--- src/rtl/ewca_pkg.sv ---
`timescale 1ns / 1ps

package ewca_pkg;

  localparam int MAX_MULT    = 64;
  localparam int ENERGY_BITS = 16;

  localparam int ENERGY_W = 16;
  localparam int ESUM_W   = 22;
  localparam int WSUM_W   = 38;
  localparam int WORD_W   = 16;
  localparam int ID_W     = 12;
  localparam int PID_W    = 13;
  localparam int CNT_W    = 7;

  localparam int NUM_SUMS = 5;
  localparam int SEL_W    = $clog2(NUM_SUMS);
  localparam int PROD_W   = ENERGY_W + 1 + WORD_W;

  // quotient bits kept by the divider, two retired per step
  localparam int QUOT_W    = 18;
  localparam int DIV_STEPS = QUOT_W / 2;
  localparam int DIV_CNT_W = $clog2(DIV_STEPS);
  localparam int NUM_W     = WSUM_W + 1;

  typedef logic        [ENERGY_W-1:0] energy_t;
  typedef logic        [ESUM_W-1:0]   esum_t;
  typedef logic signed [WSUM_W-1:0]   wsum_t;
  typedef logic signed [WORD_W-1:0]   word_t;
  typedef logic        [ID_W-1:0]     id_t;
  typedef logic signed [PID_W-1:0]    pid_t;
  typedef logic        [CNT_W-1:0]    count_t;
  typedef logic        [SEL_W-1:0]    sel_t;

  localparam energy_t ENERGY_MASK = ENERGY_W'((64'd1 << ENERGY_BITS) - 64'd1);
  localparam count_t  CAP_LIMIT   = CNT_W'(MAX_MULT);

  localparam logic OP_ADD   = 1'b0;
  localparam logic OP_CLEAR = 1'b1;

  localparam sel_t SUM_X    = SEL_W'(0);
  localparam sel_t SUM_Y    = SEL_W'(1);
  localparam sel_t SUM_ADC  = SEL_W'(2);
  localparam sel_t SUM_TDC  = SEL_W'(3);
  localparam sel_t SUM_WALK = SEL_W'(4);

  localparam pid_t  PEAK_ID_NONE = -PID_W'(1);
  localparam esum_t ESUM_MAX     = '1;
  localparam word_t MEAN_MAX     = {1'b0, {(WORD_W-1){1'b1}}};
  localparam word_t MEAN_MIN     = {1'b1, {(WORD_W-1){1'b0}}};

endpackage

--- src/rtl/ewca_if.sv ---
`timescale 1ns / 1ps

interface ewca_hit_if;
  logic                valid;
  logic                ready;
  logic                opcode;
  ewca_pkg::energy_t   block_energy;
  ewca_pkg::word_t     block_x;
  ewca_pkg::word_t     block_y;
  ewca_pkg::word_t     adc_time;
  ewca_pkg::id_t       element_id;
  logic                has_tdc;
  ewca_pkg::word_t     tdc_time;
  ewca_pkg::word_t     tdc_time_walk;

  modport source (
    output valid, opcode, block_energy, block_x, block_y, adc_time, element_id,
           has_tdc, tdc_time, tdc_time_walk,
    input  ready
  );
  modport sink (
    input  valid, opcode, block_energy, block_x, block_y, adc_time, element_id,
           has_tdc, tdc_time, tdc_time_walk,
    output ready
  );
endinterface

interface ewca_sum_if;
  logic                valid;
  logic                ready;
  logic                accepted;
  ewca_pkg::count_t    multiplicity;
  ewca_pkg::esum_t     energy_total;
  ewca_pkg::energy_t   max_block_energy;
  ewca_pkg::pid_t      max_block_id;
  ewca_pkg::word_t     centroid_x;
  ewca_pkg::word_t     centroid_y;
  ewca_pkg::word_t     adc_time_mean;
  ewca_pkg::word_t     tdc_time_mean;
  ewca_pkg::word_t     tdc_walk_mean;
  ewca_pkg::word_t     tdc_time_of_max;
  ewca_pkg::count_t    good_tdc_count;

  modport source (
    output valid, accepted, multiplicity, energy_total, max_block_energy,
           max_block_id, centroid_x, centroid_y, adc_time_mean, tdc_time_mean,
           tdc_walk_mean, tdc_time_of_max, good_tdc_count,
    input  ready
  );
  modport sink (
    input  valid, accepted, multiplicity, energy_total, max_block_energy,
           max_block_id, centroid_x, centroid_y, adc_time_mean, tdc_time_mean,
           tdc_walk_mean, tdc_time_of_max, good_tdc_count,
    output ready
  );
endinterface

--- src/rtl/ewca_mac.sv ---
`timescale 1ns / 1ps

// Shared multiplier with a saturating accumulate behind its product register.
module ewca_mac (
  input  logic              clk,
  input  logic              mul_en,
  input  ewca_pkg::energy_t energy,
  input  ewca_pkg::word_t   operand,
  input  ewca_pkg::wsum_t   acc,
  output ewca_pkg::wsum_t   sum
);

  logic signed [ewca_pkg::ENERGY_W:0]      energy_s;
  logic signed [ewca_pkg::PROD_W-1:0]      prod;
  logic signed [ewca_pkg::WSUM_W:0]        total;

  assign energy_s = {1'b0, energy};

  always_ff @(posedge clk) begin
    if (mul_en) begin
      prod <= energy_s * operand;
    end
  end

  assign total = (ewca_pkg::WSUM_W + 1)'(acc) + (ewca_pkg::WSUM_W + 1)'(prod);

  always_comb begin
    case (total[ewca_pkg::WSUM_W -: 2])
      2'b01:   sum = {1'b0, {(ewca_pkg::WSUM_W-1){1'b1}}};
      2'b10:   sum = {1'b1, {(ewca_pkg::WSUM_W-1){1'b0}}};
      default: sum = total[ewca_pkg::WSUM_W-1:0];
    endcase
  end

endmodule

--- src/rtl/ewca_div.sv ---
`timescale 1ns / 1ps

// Rounded, clamped mean = sum / den. Radix-4 restoring division, one cycle per
// two quotient bits; a zero divisor or a quotient too large for 18 bits is
// settled at load.
module ewca_div (
  input  logic            clk,
  input  logic            rst,
  input  logic            start,
  input  ewca_pkg::wsum_t sum,
  input  ewca_pkg::esum_t den,
  output logic            done,
  output ewca_pkg::word_t mean
);

  localparam int RW = ewca_pkg::ESUM_W;
  localparam int QW = ewca_pkg::QUOT_W;
  localparam int NW = ewca_pkg::NUM_W;

  logic                            busy;
  logic [ewca_pkg::DIV_CNT_W-1:0]  cnt;
  logic                            neg;
  logic                            zero;
  logic                            ovf;
  ewca_pkg::esum_t                 divisor;
  logic [RW-1:0]                   rem;
  logic [QW-1:0]                   low;
  logic [QW-1:0]                   quot;

  logic [ewca_pkg::WSUM_W-1:0]     mag;
  logic [NW-1:0]                   num;
  logic [RW:0]                     num_hi;
  logic [RW:0]                     t1, t2;
  logic                            ge1, ge2;
  logic [RW-1:0]                   r1, r2;
  logic [QW-1:0]                   limit;

  // magnitude plus half the divisor gives round-half-away on the quotient
  assign mag    = sum[ewca_pkg::WSUM_W-1] ? ewca_pkg::WSUM_W'(-sum)
                                          : ewca_pkg::WSUM_W'(sum);
  assign num    = {1'b0, mag} + NW'(den >> 1);
  assign num_hi = (RW + 1)'(num[NW-1:QW]);

  assign t1  = {rem, low[QW-1]};
  assign ge1 = t1 >= {1'b0, divisor};
  assign r1  = ge1 ? RW'(t1 - {1'b0, divisor}) : t1[RW-1:0];
  assign t2  = {r1, low[QW-2]};
  assign ge2 = t2 >= {1'b0, divisor};
  assign r2  = ge2 ? RW'(t2 - {1'b0, divisor}) : t2[RW-1:0];

  always_ff @(posedge clk) begin
    if (rst) begin
      busy <= 1'b0;
      done <= 1'b0;
      cnt  <= '0;
    end else begin
      done <= 1'b0;
      if (start) begin
        neg     <= sum[ewca_pkg::WSUM_W-1];
        zero    <= (den == '0);
        ovf     <= (num_hi >= {1'b0, den});
        divisor <= den;
        rem     <= num_hi[RW-1:0];
        low     <= num[QW-1:0];
        quot    <= '0;
        cnt     <= '0;
        busy    <= !((den == '0) || (num_hi >= {1'b0, den}));
        done    <= (den == '0) || (num_hi >= {1'b0, den});
      end else if (busy) begin
        rem  <= r2;
        low  <= {low[QW-3:0], 2'b00};
        quot <= {quot[QW-3:0], ge1, ge2};
        cnt  <= cnt + 1'b1;
        if (cnt == ewca_pkg::DIV_CNT_W'(ewca_pkg::DIV_STEPS - 1)) begin
          busy <= 1'b0;
          done <= 1'b1;
        end
      end
    end
  end

  assign limit = neg ? QW'(32768) : QW'(32767);

  always_comb begin
    if (zero) begin
      mean = '0;
    end else if (ovf || (quot > limit)) begin
      mean = neg ? ewca_pkg::MEAN_MIN : ewca_pkg::MEAN_MAX;
    end else if (neg) begin
      mean = -quot[ewca_pkg::WORD_W-1:0];
    end else begin
      mean = quot[ewca_pkg::WORD_W-1:0];
    end
  end

endmodule

--- src/rtl/energy_weighted_cluster_accumulator.sv ---
// Energy-weighted cluster accumulator.
// hit: one calorimeter block per transfer (valid/ready). opcode add puts the
//   block into the cluster while its multiplicity is below min(max_elements,
//   64); opcode clear empties the cluster.
// summary: one result per hit transfer, carrying the cluster summary after it.
// cfg_we/cfg_wdata: writes max_elements (reset value 9); the user writes it
//   only while the block idles, which the block itself does not enforce.
// Sequencing: hit.ready is high only while the sequencer is idle. A dropped
//   block or a clear goes from S_IDLE straight to S_FINISH. An accepted block
//   runs the shared multiplier once per weighted sum (S_MUL, S_ADD), then the
//   shared divider once per mean (S_DIV_GO, S_DIV_WAIT), which settles a zero
//   divisor or saturated quotient at load; three sums without TDC data, five
//   with it. The next hit can be taken in the cycle after a summary is loaded.
// The summary register holds its result until taken; a finished item waits in
//   the last sequencer state while summary is stalled, and a new hit is taken
//   while the previous summary is still waiting.
// Reset (rst, synchronous) empties the cluster, drops any pending summary and
//   restores max_elements to 9.
`timescale 1ns / 1ps

module energy_weighted_cluster_accumulator (
  input  logic         clk,
  input  logic         rst,
  ewca_hit_if.sink     hit,
  ewca_sum_if.source   summary,
  input  logic         cfg_we,
  input  logic [6:0]   cfg_wdata
);

  typedef enum logic [2:0] {
    S_IDLE,
    S_ACC,
    S_MUL,
    S_ADD,
    S_DIV_GO,
    S_DIV_WAIT,
    S_FINISH
  } state_t;

  state_t                  state;
  ewca_pkg::count_t        max_elements;
  ewca_pkg::count_t        cap;
  ewca_pkg::sel_t          sel;
  ewca_pkg::sel_t          last_sel;
  logic                    accepted;

  // captured block
  ewca_pkg::energy_t       blk_e;
  ewca_pkg::word_t         blk_x;
  ewca_pkg::word_t         blk_y;
  ewca_pkg::word_t         blk_adc;
  ewca_pkg::id_t           blk_id;
  logic                    blk_has_tdc;
  ewca_pkg::word_t         blk_tdc;
  ewca_pkg::word_t         blk_walk;

  // cluster state
  ewca_pkg::count_t        block_count;
  ewca_pkg::esum_t         energy_sum;
  ewca_pkg::wsum_t         wsum [ewca_pkg::NUM_SUMS];
  ewca_pkg::word_t         mean [ewca_pkg::NUM_SUMS];
  ewca_pkg::energy_t       peak_energy;
  ewca_pkg::pid_t          peak_id;
  ewca_pkg::esum_t         tdc_energy_sum;
  ewca_pkg::energy_t       tdc_peak_energy;
  ewca_pkg::word_t         tdc_peak_time;
  ewca_pkg::count_t        tdc_block_count;

  ewca_pkg::word_t         mac_operand;
  ewca_pkg::wsum_t         mac_sum;
  ewca_pkg::esum_t         div_den;
  logic                    div_done;
  ewca_pkg::word_t         div_mean;

  function automatic ewca_pkg::esum_t esat(ewca_pkg::esum_t a, ewca_pkg::energy_t b);
    logic [ewca_pkg::ESUM_W:0] s;
    s = {1'b0, a} + (ewca_pkg::ESUM_W + 1)'(b);
    return s[ewca_pkg::ESUM_W] ? ewca_pkg::ESUM_MAX : s[ewca_pkg::ESUM_W-1:0];
  endfunction

  assign cap       = (max_elements < ewca_pkg::CAP_LIMIT) ? max_elements
                                                           : ewca_pkg::CAP_LIMIT;
  assign last_sel  = blk_has_tdc ? ewca_pkg::SUM_WALK : ewca_pkg::SUM_ADC;
  assign hit.ready = (state == S_IDLE);

  always_comb begin
    case (sel)
      ewca_pkg::SUM_X:   mac_operand = blk_x;
      ewca_pkg::SUM_Y:   mac_operand = blk_y;
      ewca_pkg::SUM_ADC: mac_operand = blk_adc;
      ewca_pkg::SUM_TDC: mac_operand = blk_tdc;
      default:           mac_operand = blk_walk;
    endcase
  end

  // x, y and ADC means use the full energy sum, the TDC means the TDC one
  assign div_den = (sel > ewca_pkg::SUM_ADC) ? tdc_energy_sum : energy_sum;

  ewca_mac u_mac (
    .clk     (clk),
    .mul_en  (state == S_MUL),
    .energy  (blk_e),
    .operand (mac_operand),
    .acc     (wsum[sel]),
    .sum     (mac_sum)
  );

  ewca_div u_div (
    .clk   (clk),
    .rst   (rst),
    .start (state == S_DIV_GO),
    .sum   (wsum[sel]),
    .den   (div_den),
    .done  (div_done),
    .mean  (div_mean)
  );

  always_ff @(posedge clk) begin
    if (rst) begin
      max_elements <= ewca_pkg::CNT_W'(9);
    end else if (cfg_we) begin
      max_elements <= cfg_wdata;
    end
  end

  always_ff @(posedge clk) begin
    if (rst) begin
      state           <= S_IDLE;
      sel             <= '0;
      accepted        <= 1'b0;
      summary.valid   <= 1'b0;
      block_count     <= '0;
      energy_sum      <= '0;
      peak_energy     <= '0;
      peak_id         <= ewca_pkg::PEAK_ID_NONE;
      tdc_energy_sum  <= '0;
      tdc_peak_energy <= '0;
      tdc_peak_time   <= '0;
      tdc_block_count <= '0;
      for (int i = 0; i < ewca_pkg::NUM_SUMS; i++) begin
        wsum[i] <= '0;
        mean[i] <= '0;
      end
    end else begin
      // in S_FINISH the load below decides valid
      if (summary.valid && summary.ready && (state != S_FINISH)) begin
        summary.valid <= 1'b0;
      end

      unique case (state)
        S_IDLE: begin
          if (hit.valid) begin
            blk_e       <= hit.block_energy & ewca_pkg::ENERGY_MASK;
            blk_x       <= hit.block_x;
            blk_y       <= hit.block_y;
            blk_adc     <= hit.adc_time;
            blk_id      <= hit.element_id;
            blk_has_tdc <= hit.has_tdc;
            blk_tdc     <= hit.tdc_time;
            blk_walk    <= hit.tdc_time_walk;
            sel         <= '0;
            if (hit.opcode == ewca_pkg::OP_CLEAR) begin
              accepted        <= 1'b0;
              block_count     <= '0;
              energy_sum      <= '0;
              peak_energy     <= '0;
              peak_id         <= ewca_pkg::PEAK_ID_NONE;
              tdc_energy_sum  <= '0;
              tdc_peak_energy <= '0;
              tdc_peak_time   <= '0;
              tdc_block_count <= '0;
              for (int i = 0; i < ewca_pkg::NUM_SUMS; i++) begin
                wsum[i] <= '0;
                mean[i] <= '0;
              end
              state <= S_FINISH;
            end else if (block_count < cap) begin
              accepted <= 1'b1;
              state    <= S_ACC;
            end else begin
              accepted <= 1'b0;
              state    <= S_FINISH;
            end
          end
        end

        S_ACC: begin
          block_count <= block_count + 1'b1;
          energy_sum  <= esat(energy_sum, blk_e);
          if (blk_e > peak_energy) begin
            peak_energy <= blk_e;
            peak_id     <= ewca_pkg::PID_W'(blk_id);
          end
          if (blk_has_tdc) begin
            tdc_energy_sum  <= esat(tdc_energy_sum, blk_e);
            tdc_block_count <= tdc_block_count + 1'b1;
            if (blk_e > tdc_peak_energy) begin
              tdc_peak_energy <= blk_e;
              tdc_peak_time   <= blk_tdc;
            end
          end
          state <= S_MUL;
        end

        S_MUL: begin
          state <= S_ADD;
        end

        S_ADD: begin
          wsum[sel] <= mac_sum;
          if (sel == last_sel) begin
            sel   <= '0;
            state <= S_DIV_GO;
          end else begin
            sel   <= sel + 1'b1;
            state <= S_MUL;
          end
        end

        S_DIV_GO: begin
          state <= S_DIV_WAIT;
        end

        S_DIV_WAIT: begin
          if (div_done) begin
            mean[sel] <= div_mean;
            if (sel == last_sel) begin
              state <= S_FINISH;
            end else begin
              sel   <= sel + 1'b1;
              state <= S_DIV_GO;
            end
          end
        end

        S_FINISH: begin
          if (!summary.valid || summary.ready) begin
            summary.valid            <= 1'b1;
            summary.accepted         <= accepted;
            summary.multiplicity     <= block_count;
            summary.energy_total     <= energy_sum;
            summary.max_block_energy <= peak_energy;
            summary.max_block_id     <= peak_id;
            summary.centroid_x       <= mean[ewca_pkg::SUM_X];
            summary.centroid_y       <= mean[ewca_pkg::SUM_Y];
            summary.adc_time_mean    <= mean[ewca_pkg::SUM_ADC];
            summary.tdc_time_mean    <= mean[ewca_pkg::SUM_TDC];
            summary.tdc_walk_mean    <= mean[ewca_pkg::SUM_WALK];
            summary.tdc_time_of_max  <= tdc_peak_time;
            summary.good_tdc_count   <= tdc_block_count;
            state                    <= S_IDLE;
          end
        end

        default: begin
          state <= S_IDLE;
        end
      endcase
    end
  end

  a_div_done_in_wait: assert property (@(posedge clk) disable iff (rst)
    div_done |-> (state == S_DIV_WAIT))
    else $error("divider finished outside its wait state");

  a_count_within_cap: assert property (@(posedge clk) disable iff (rst)
    block_count <= ewca_pkg::CAP_LIMIT)
    else $error("multiplicity beyond the cap");

  a_tdc_count_bounded: assert property (@(posedge clk) disable iff (rst)
    tdc_block_count <= block_count)
    else $error("TDC block count exceeds multiplicity");

  a_finish_loads_summary: assert property (@(posedge clk) disable iff (rst)
    (state == S_FINISH) && (!summary.valid || summary.ready) |=>
      summary.valid && (state == S_IDLE))
    else $error("finished item not loaded into the summary register");

endmodule
--- src/flat_wrapper.sv ---
// flat-port wrapper written by rule: the top's interface ports become plain ports
module energy_weighted_cluster_accumulator_flat 
  (clk, rst, cfg_we, cfg_wdata, hit_valid, hit_opcode, hit_block_energy, hit_block_x, hit_block_y, hit_adc_time, hit_element_id, hit_has_tdc, hit_tdc_time, hit_tdc_time_walk, hit_ready, summary_valid, summary_accepted, summary_multiplicity, summary_energy_total, summary_max_block_energy, summary_max_block_id, summary_centroid_x, summary_centroid_y, summary_adc_time_mean, summary_tdc_time_mean, summary_tdc_walk_mean, summary_tdc_time_of_max, summary_good_tdc_count, summary_ready);
  ewca_hit_if hit_i ();
  ewca_sum_if summary_i ();
  input  logic clk;
  input  logic rst;
  input  logic cfg_we;
  input  logic [6:0] cfg_wdata;
  input wire logic [$bits(hit_i.valid)-1:0] hit_valid;
  input wire logic [$bits(hit_i.opcode)-1:0] hit_opcode;
  input wire logic [$bits(hit_i.block_energy)-1:0] hit_block_energy;
  input wire logic [$bits(hit_i.block_x)-1:0] hit_block_x;
  input wire logic [$bits(hit_i.block_y)-1:0] hit_block_y;
  input wire logic [$bits(hit_i.adc_time)-1:0] hit_adc_time;
  input wire logic [$bits(hit_i.element_id)-1:0] hit_element_id;
  input wire logic [$bits(hit_i.has_tdc)-1:0] hit_has_tdc;
  input wire logic [$bits(hit_i.tdc_time)-1:0] hit_tdc_time;
  input wire logic [$bits(hit_i.tdc_time_walk)-1:0] hit_tdc_time_walk;
  output wire logic [$bits(hit_i.ready)-1:0] hit_ready;
  output wire logic [$bits(summary_i.valid)-1:0] summary_valid;
  output wire logic [$bits(summary_i.accepted)-1:0] summary_accepted;
  output wire logic [$bits(summary_i.multiplicity)-1:0] summary_multiplicity;
  output wire logic [$bits(summary_i.energy_total)-1:0] summary_energy_total;
  output wire logic [$bits(summary_i.max_block_energy)-1:0] summary_max_block_energy;
  output wire logic [$bits(summary_i.max_block_id)-1:0] summary_max_block_id;
  output wire logic [$bits(summary_i.centroid_x)-1:0] summary_centroid_x;
  output wire logic [$bits(summary_i.centroid_y)-1:0] summary_centroid_y;
  output wire logic [$bits(summary_i.adc_time_mean)-1:0] summary_adc_time_mean;
  output wire logic [$bits(summary_i.tdc_time_mean)-1:0] summary_tdc_time_mean;
  output wire logic [$bits(summary_i.tdc_walk_mean)-1:0] summary_tdc_walk_mean;
  output wire logic [$bits(summary_i.tdc_time_of_max)-1:0] summary_tdc_time_of_max;
  output wire logic [$bits(summary_i.good_tdc_count)-1:0] summary_good_tdc_count;
  input wire logic [$bits(summary_i.ready)-1:0] summary_ready;
  assign hit_i.valid = hit_valid;
  assign hit_i.opcode = hit_opcode;
  assign hit_i.block_energy = hit_block_energy;
  assign hit_i.block_x = hit_block_x;
  assign hit_i.block_y = hit_block_y;
  assign hit_i.adc_time = hit_adc_time;
  assign hit_i.element_id = hit_element_id;
  assign hit_i.has_tdc = hit_has_tdc;
  assign hit_i.tdc_time = hit_tdc_time;
  assign hit_i.tdc_time_walk = hit_tdc_time_walk;
  assign hit_ready = hit_i.ready;
  assign summary_valid = summary_i.valid;
  assign summary_accepted = summary_i.accepted;
  assign summary_multiplicity = summary_i.multiplicity;
  assign summary_energy_total = summary_i.energy_total;
  assign summary_max_block_energy = summary_i.max_block_energy;
  assign summary_max_block_id = summary_i.max_block_id;
  assign summary_centroid_x = summary_i.centroid_x;
  assign summary_centroid_y = summary_i.centroid_y;
  assign summary_adc_time_mean = summary_i.adc_time_mean;
  assign summary_tdc_time_mean = summary_i.tdc_time_mean;
  assign summary_tdc_walk_mean = summary_i.tdc_walk_mean;
  assign summary_tdc_time_of_max = summary_i.tdc_time_of_max;
  assign summary_good_tdc_count = summary_i.good_tdc_count;
  assign summary_i.ready = summary_ready;
  energy_weighted_cluster_accumulator u_core (.clk(clk), .rst(rst), .hit(hit_i), .summary(summary_i), .cfg_we(cfg_we), .cfg_wdata(cfg_wdata));
endmodule
--- config.mk ---
export PLATFORM = sky130hd
export DESIGN_NAME = energy_weighted_cluster_accumulator_flat
export DESIGN_NICKNAME = d
export VERILOG_FILES = /design/src/rtl/ewca_pkg.sv /design/src/rtl/ewca_if.sv /design/src/rtl/ewca_mac.sv /design/src/rtl/ewca_div.sv /design/src/rtl/energy_weighted_cluster_accumulator.sv /design/src/flat_wrapper.sv
export SDC_FILE = /design/constraint.sdc
export NUM_CORES = 2
export LEC_CHECK = 0
export BUFFER_PORTS_ARGS = -buffer_cell sky130_fd_sc_hd__buf_2
export CAP_MARGIN = 40
export CELL_PAD_IN_SITES_DETAIL_PLACEMENT = 1
export CELL_PAD_IN_SITES_GLOBAL_PLACEMENT = 1
export CORE_AREA = 2 2 466 468
export DETAILED_ROUTE_END_ITERATION = 16
export DIE_AREA = 0 0 468 470
export PLACE_DENSITY_LB_ADDON = 0.1
export SLEW_MARGIN = 20
export SYNTH_ARGS = -nofsm -noshare
export SYNTH_HDL_FRONTEND = slang
export SYNTH_SLANG_ARGS = --single-unit
--- constraint.sdc ---
create_clock -name clk -period 19.9 [get_ports clk]
set_input_delay 2.985 -clock clk [delete_from_list [all_inputs] [get_ports clk]]
set_output_delay 2.985 -clock clk [all_outputs]
set_load 0.01 [all_outputs]
==> run summary <==
Averaged over all synthesized cells, the footprint is 11.3 sq um. The max-slew violation count came out at 0. On the critical path, the stage with the largest delay is an instance of sky130_fd_sc_hd__ha_1.

The depth of the CTS H-tree is 3. The most used flip-flop cell after synthesis is sky130_fd_sc_hd__edfxtp_1. The total via count in the routed design is 37100, and the required time at the endpoint of the critical path is 20370 ps. The worst hold path begins at u_core.peak_energy[12]$_SDFFE_PP0P_. At the worst endpoint, the arrival time is 10010 ps. In the global route stage, overall resource usage came out at 16.7%. The maximum single-stage delay on the critical path was 780 ps; the time the final worst path needs with I/O delays and setup was 9550 ps. In this run the worst path has a maximum fanout of 37. Detailed placement finished with a half-perimeter wire length of 133000 microns.

The detailed router finished its first iteration with 1970 violations. The number of enable flip-flop cells after synthesis was 771; the post-CTS setup-driven buffer insertion count was 0. The logs give 40300 for the number of global-route vias before repair and 0.778 for the final estimated routing congestion in global placement. The flip-flop and latch count after synthesis is 914.

After floorplanning, the core was sized to cover 216000 sq um. For this run the aggregate overflow at the end of global routing stands at 0. The pin count of the biggest net entering global routing was 160; the number of nets with antenna violations after detailed routing was 0. The worst hold path terminates at u_core.summary.max_block_energy[12]$_DFFE_PP_. The kind of critical path was flop to flop.

For this configuration, the core starts out at a cell density of 24.8%. For this run, the detailed router's first-pass iteration total came to 5. Prior to clock tree synthesis, the placed netlist has a worst setup slack of 10280 ps.

The fmax is 0.105 GHz, and the depth of the worst register-to-register path is 28. Between clock sinks in the finished design, the worst skew comes to 91.8 ps. In this run the critical register-to-register path is captured at u_core.u_mac.prod[31]$_DFFE_PP_. The clock reaches the later pin of the worst-skew pair after 810 ps.

Number of clock sinks: 914. TritonCTS built the clock tree. The area growth from synthesis to final layout is 17.6%. The average detailed-routed wire length per instance is 23.0 microns. Combinational logic burns 60.4% of the power. The tools report the final net count as 5724. The worst register-to-register path has a setup slack of 10350 ps.

For this run, the number of Yosys warnings is 0. The worst setup path is captured at a flop. For the number of buffers between clock root and the deepest sink, the log shows 3. The overall routed net length was 184000 microns; the headroom to the max-slew limit was 35.7%. The worst hold path stage count was 0; the wire length of the first global-routing pass was 275000 microns. The number of I/O port buffers is 285.

The type of the most critical hold path was flop to flop. The worst setup path is launched from a flop. The number of nets handed over by synthesis was 5414. The floorplan step set the die width to 468 microns. The count of different cell masters after synthesis was 94; the total number of placement rows was 171. The area of the die was 220000 sq um; the maximum resistive drop on vdd was 0.000317 V.

The proportion of power drawn by flip-flops and latches was 22.7%. The vertical die dimension is 470 microns. Setup slack on the critical path of the routed design comes to 10350 ps.

The standard cell area after detailed placement came out at 58800 sq um. After routing, the total negative slack on setup checks comes to 0 ps. Clock tree synthesis inserted a total of 113 buffers. Setup repair after global routing left no endpoint under its margin. The synthesized instance count is 4747, and the post-CTS clock slew at the launch and capture registers of the worst setup and hold paths is 60 ps.

The flow ran to the end, and the final reports show no timing, DRC or antenna violations. Summed over all nets, the switching power comes to 5740 uW. The detailed-route vias per instance is 4.63. Gates resized during post-CTS repair numbered 0. The cell sitting at the root of the clock tree is a sky130_fd_sc_hd__clkbuf_16. Overall power consumption: 12700 uW. The switching share of total power was 45.1%; the clock share of power was 16.9%.

Cells with a size suffix above 1 make up 14.6% of the layout. The number of top-level design ports is 286, and the post-cts hold buffer count is 0. The tools report the setup-violating endpoint count in the final report as 0.

The post-route standard cell area excluding fillers came out at 62800 sq um. Summing the sequential cell areas from Yosys gives 48.7% of the chip area. Tightest hold margin: 396 ps. For the area of the mapped netlist, the log shows 53400 sq um. The number of antenna violations at the first check in global routing came out at 5.

The number of DRC violations after detailed routing is 0, and the fraction of registers with async set/reset is 0%. The number of violations of the max-capacitance limit was 0. The most numerous cell type found on the critical path is sky130_fd_sc_hd__fa_1. Power spread over the standard cell area amounts to 203 nW/um^2. The total leakage power was 0.0250 uW. The final hold violation count is 0, and the slew at the pin with the worst max-slew slack is 964 ps. The tools report the startpoint of the lowest-slack register-to-register path as u_core.sel[2]$_SDFFE_PP0P_. The run gives 6990 uW as the internal power summed over all cells.

In the finished design, the share of the clock period the worst path needs comes to 48.0%.
## worst max-delay path: cells and delay by family (launching register included)
family / cells / cell delay (ps)
adders and majority gates: 8 / 4170
AOI/OAI and AO/OA: 7 / 2250
and+or+nand+nor: 8 / 1640
buffers and inverters: 4 / 680
DFF: 1 / 360
xor gates and xnor gates: 1 / 80
## registers in the layout (all words and copies together) (netlist names), 18 cells and up, named ones only
| signal | flops |
|---|---|
| u_core.wsum | 304 |
| u_core.mean | 80 |
| u_core.u_mac.prod | 33 |
| u_core.energy_sum | 22 |
| u_core.summary.energy_total | 22 |
| u_core.tdc_energy_sum | 22 |
| u_core.u_div.divisor | 22 |
| u_core.u_div.rem | 22 |
| u_core.u_div.low | 18 |
| u_core.u_div.quot | 18 |
## worst max path at each step
stage,cells after the start,start,slack (ps),endpoint
after floorplan,3,rst,4670,summary_adc_time_mean[0]$_DFFE_PP_
after global placement,28,u_core.sel[2]$_SDFFE_PP0P_,10430,u_core.u_mac.prod[31]$_DFFE_PP_
after detailed placement,28,u_core.sel[2]$_SDFFE_PP0P_,10280,u_core.u_mac.prod[31]$_DFFE_PP_
after CTS,28,u_core.sel[2]$_SDFFE_PP0P_,10180,u_core.u_mac.prod[31]$_DFFE_PP_
after global routing,28,u_core.sel[2]$_SDFFE_PP0P_,9540,u_core.u_mac.prod[31]$_DFFE_PP_
final,28,u_core.sel[2]$_SDFFE_PP0P_,10350,u_core.u_mac.prod[31]$_DFFE_PP_
## cell usage after synthesis, types with 11 or more instances
master                     count  area, sq um
sky130_fd_sc_hd__a211oi_1     28          210
sky130_fd_sc_hd__a21o_1       86          646
sky130_fd_sc_hd__a21oi_1     272         1360
sky130_fd_sc_hd__a22oi_1      50          375
sky130_fd_sc_hd__a311oi_1     12          105
sky130_fd_sc_hd__a31oi_1      41          257
sky130_fd_sc_hd__and2_1      145          907
sky130_fd_sc_hd__and3_1       27          169
sky130_fd_sc_hd__buf_1        12         45.0
sky130_fd_sc_hd__buf_2        12         60.1
sky130_fd_sc_hd__clkbuf_1    159          597
sky130_fd_sc_hd__dfxtp_1     143         2860
sky130_fd_sc_hd__edfxtp_1    771        23200
sky130_fd_sc_hd__fa_1        200         4000
sky130_fd_sc_hd__ha_1        345         4320
sky130_fd_sc_hd__inv_1       460         1730
sky130_fd_sc_hd__mux2_2       51          574
sky130_fd_sc_hd__mux2i_1      79          791
sky130_fd_sc_hd__mux4_2       65         1460
sky130_fd_sc_hd__nand2_1     346         1300
sky130_fd_sc_hd__nand2b_1     53          332
sky130_fd_sc_hd__nand3_1      72          360
sky130_fd_sc_hd__nand3b_1     26          195
sky130_fd_sc_hd__nand4_1      48          300
sky130_fd_sc_hd__nor2_1      462         1730
sky130_fd_sc_hd__nor2b_1      43          269
sky130_fd_sc_hd__nor3_1       77          385
sky130_fd_sc_hd__nor4_1       11         68.8
sky130_fd_sc_hd__o21a_1       49          368
sky130_fd_sc_hd__o21ai_0     162          811
sky130_fd_sc_hd__o21bai_1     15          113
sky130_fd_sc_hd__o22ai_1      19          119
sky130_fd_sc_hd__o31ai_1      16          120
sky130_fd_sc_hd__or2_2        17          106
sky130_fd_sc_hd__or3_1        46          288
sky130_fd_sc_hd__xnor2_1     122         1070
sky130_fd_sc_hd__xor2_1       70          613
## cell usage in the layout (no fill, tap or decap), drive strengths merged, types with 11 or more instances in the layout
| master | n |
|---|---|
| mux4 | 65 |
| dfxtp | 143 |
| inv | 466 |
| nand3b | 26 |
| edfxtp | 771 |
| buf | 385 |
| a211oi | 29 |
| nor3 | 78 |
| bufinv | 11 |
| ha | 345 |
| a31oi | 42 |
| and3 | 27 |
| o31ai | 16 |
| or3 | 47 |
| nor2b | 43 |
| or2 | 18 |
| clkinv | 50 |
| clkbuf | 141 |
| xor2 | 70 |
| fa | 200 |
| mux2 | 54 |
| a22oi | 50 |
| and2 | 145 |
| xnor2 | 123 |
| nand4 | 48 |
| mux2i | 79 |
| o21bai | 15 |
| nand3 | 73 |
| a21o | 86 |
| a311oi | 13 |
| o21ai | 164 |
| nand2b | 53 |
| o21a | 49 |
| nor2 | 463 |
| a21oi | 272 |
| o22ai | 19 |
| nor4 | 14 |
| nand2 | 347 |
## power by group through the flow
stage / logic (uW) / registers (uW) / clock network (uW)
6_report: 7690 / 2890 / 2150
5_1_grt: 8870 / 2910 / 2290
4_1_cts: 7960 / 2900 / 2230
3_5_place_dp: 7900 / 2940 / 0
3_3_place_gp: 7820 / 2940 / 0
2_1_floorplan: 5490 / 2880 / 0
## per-stage QoR
step           std cells  util, %
2_1_floorplan       4747        -
3_3_place_gp        7761     27.0
3_5_place_dp        7787     27.3
4_1_cts             7999     29.1
5_1_grt             8010     29.1
6_report            8012     29.1
## routing by layer
metal	track usage [%]	share of wire (%)	up-vias
met5	0	0	-
met2	28.4	49	480
met1	22.8	47	19000
li1	-	-	17400
met3	1.90	2.6	176
met4	3.44	1.9	0
## logic make-up (layout without fill, tap and decap cells)
kind of cell / count (synthesis) / after routing / share of synthesized area, %
other cells: 1 / 5 / 0.00702
mux: 198 / 198 / 5.36
buf+inv: 653 / 1060 / 4.72
flops: 914 / 914 / 48.7
fa+ha+maj: 545 / 545 / 15.6
simple gates: 1399 / 1399 / 12.5
compound gates: 844 / 844 / 10.0
xor+xnor: 193 / 193 / 3.18
## area by class of cell
class	count	area, sq um
timing repair buffer	386	2530
antenna	4	10.0
tap	2854	3570
clock buffer	140	3060
sequential	914	26000
fill	23900	153000
clock inverter	72	827
inverter	462	1730
multi-input combinational	3180	25100
No activity file was read; power rests on OpenSTA's default activity.
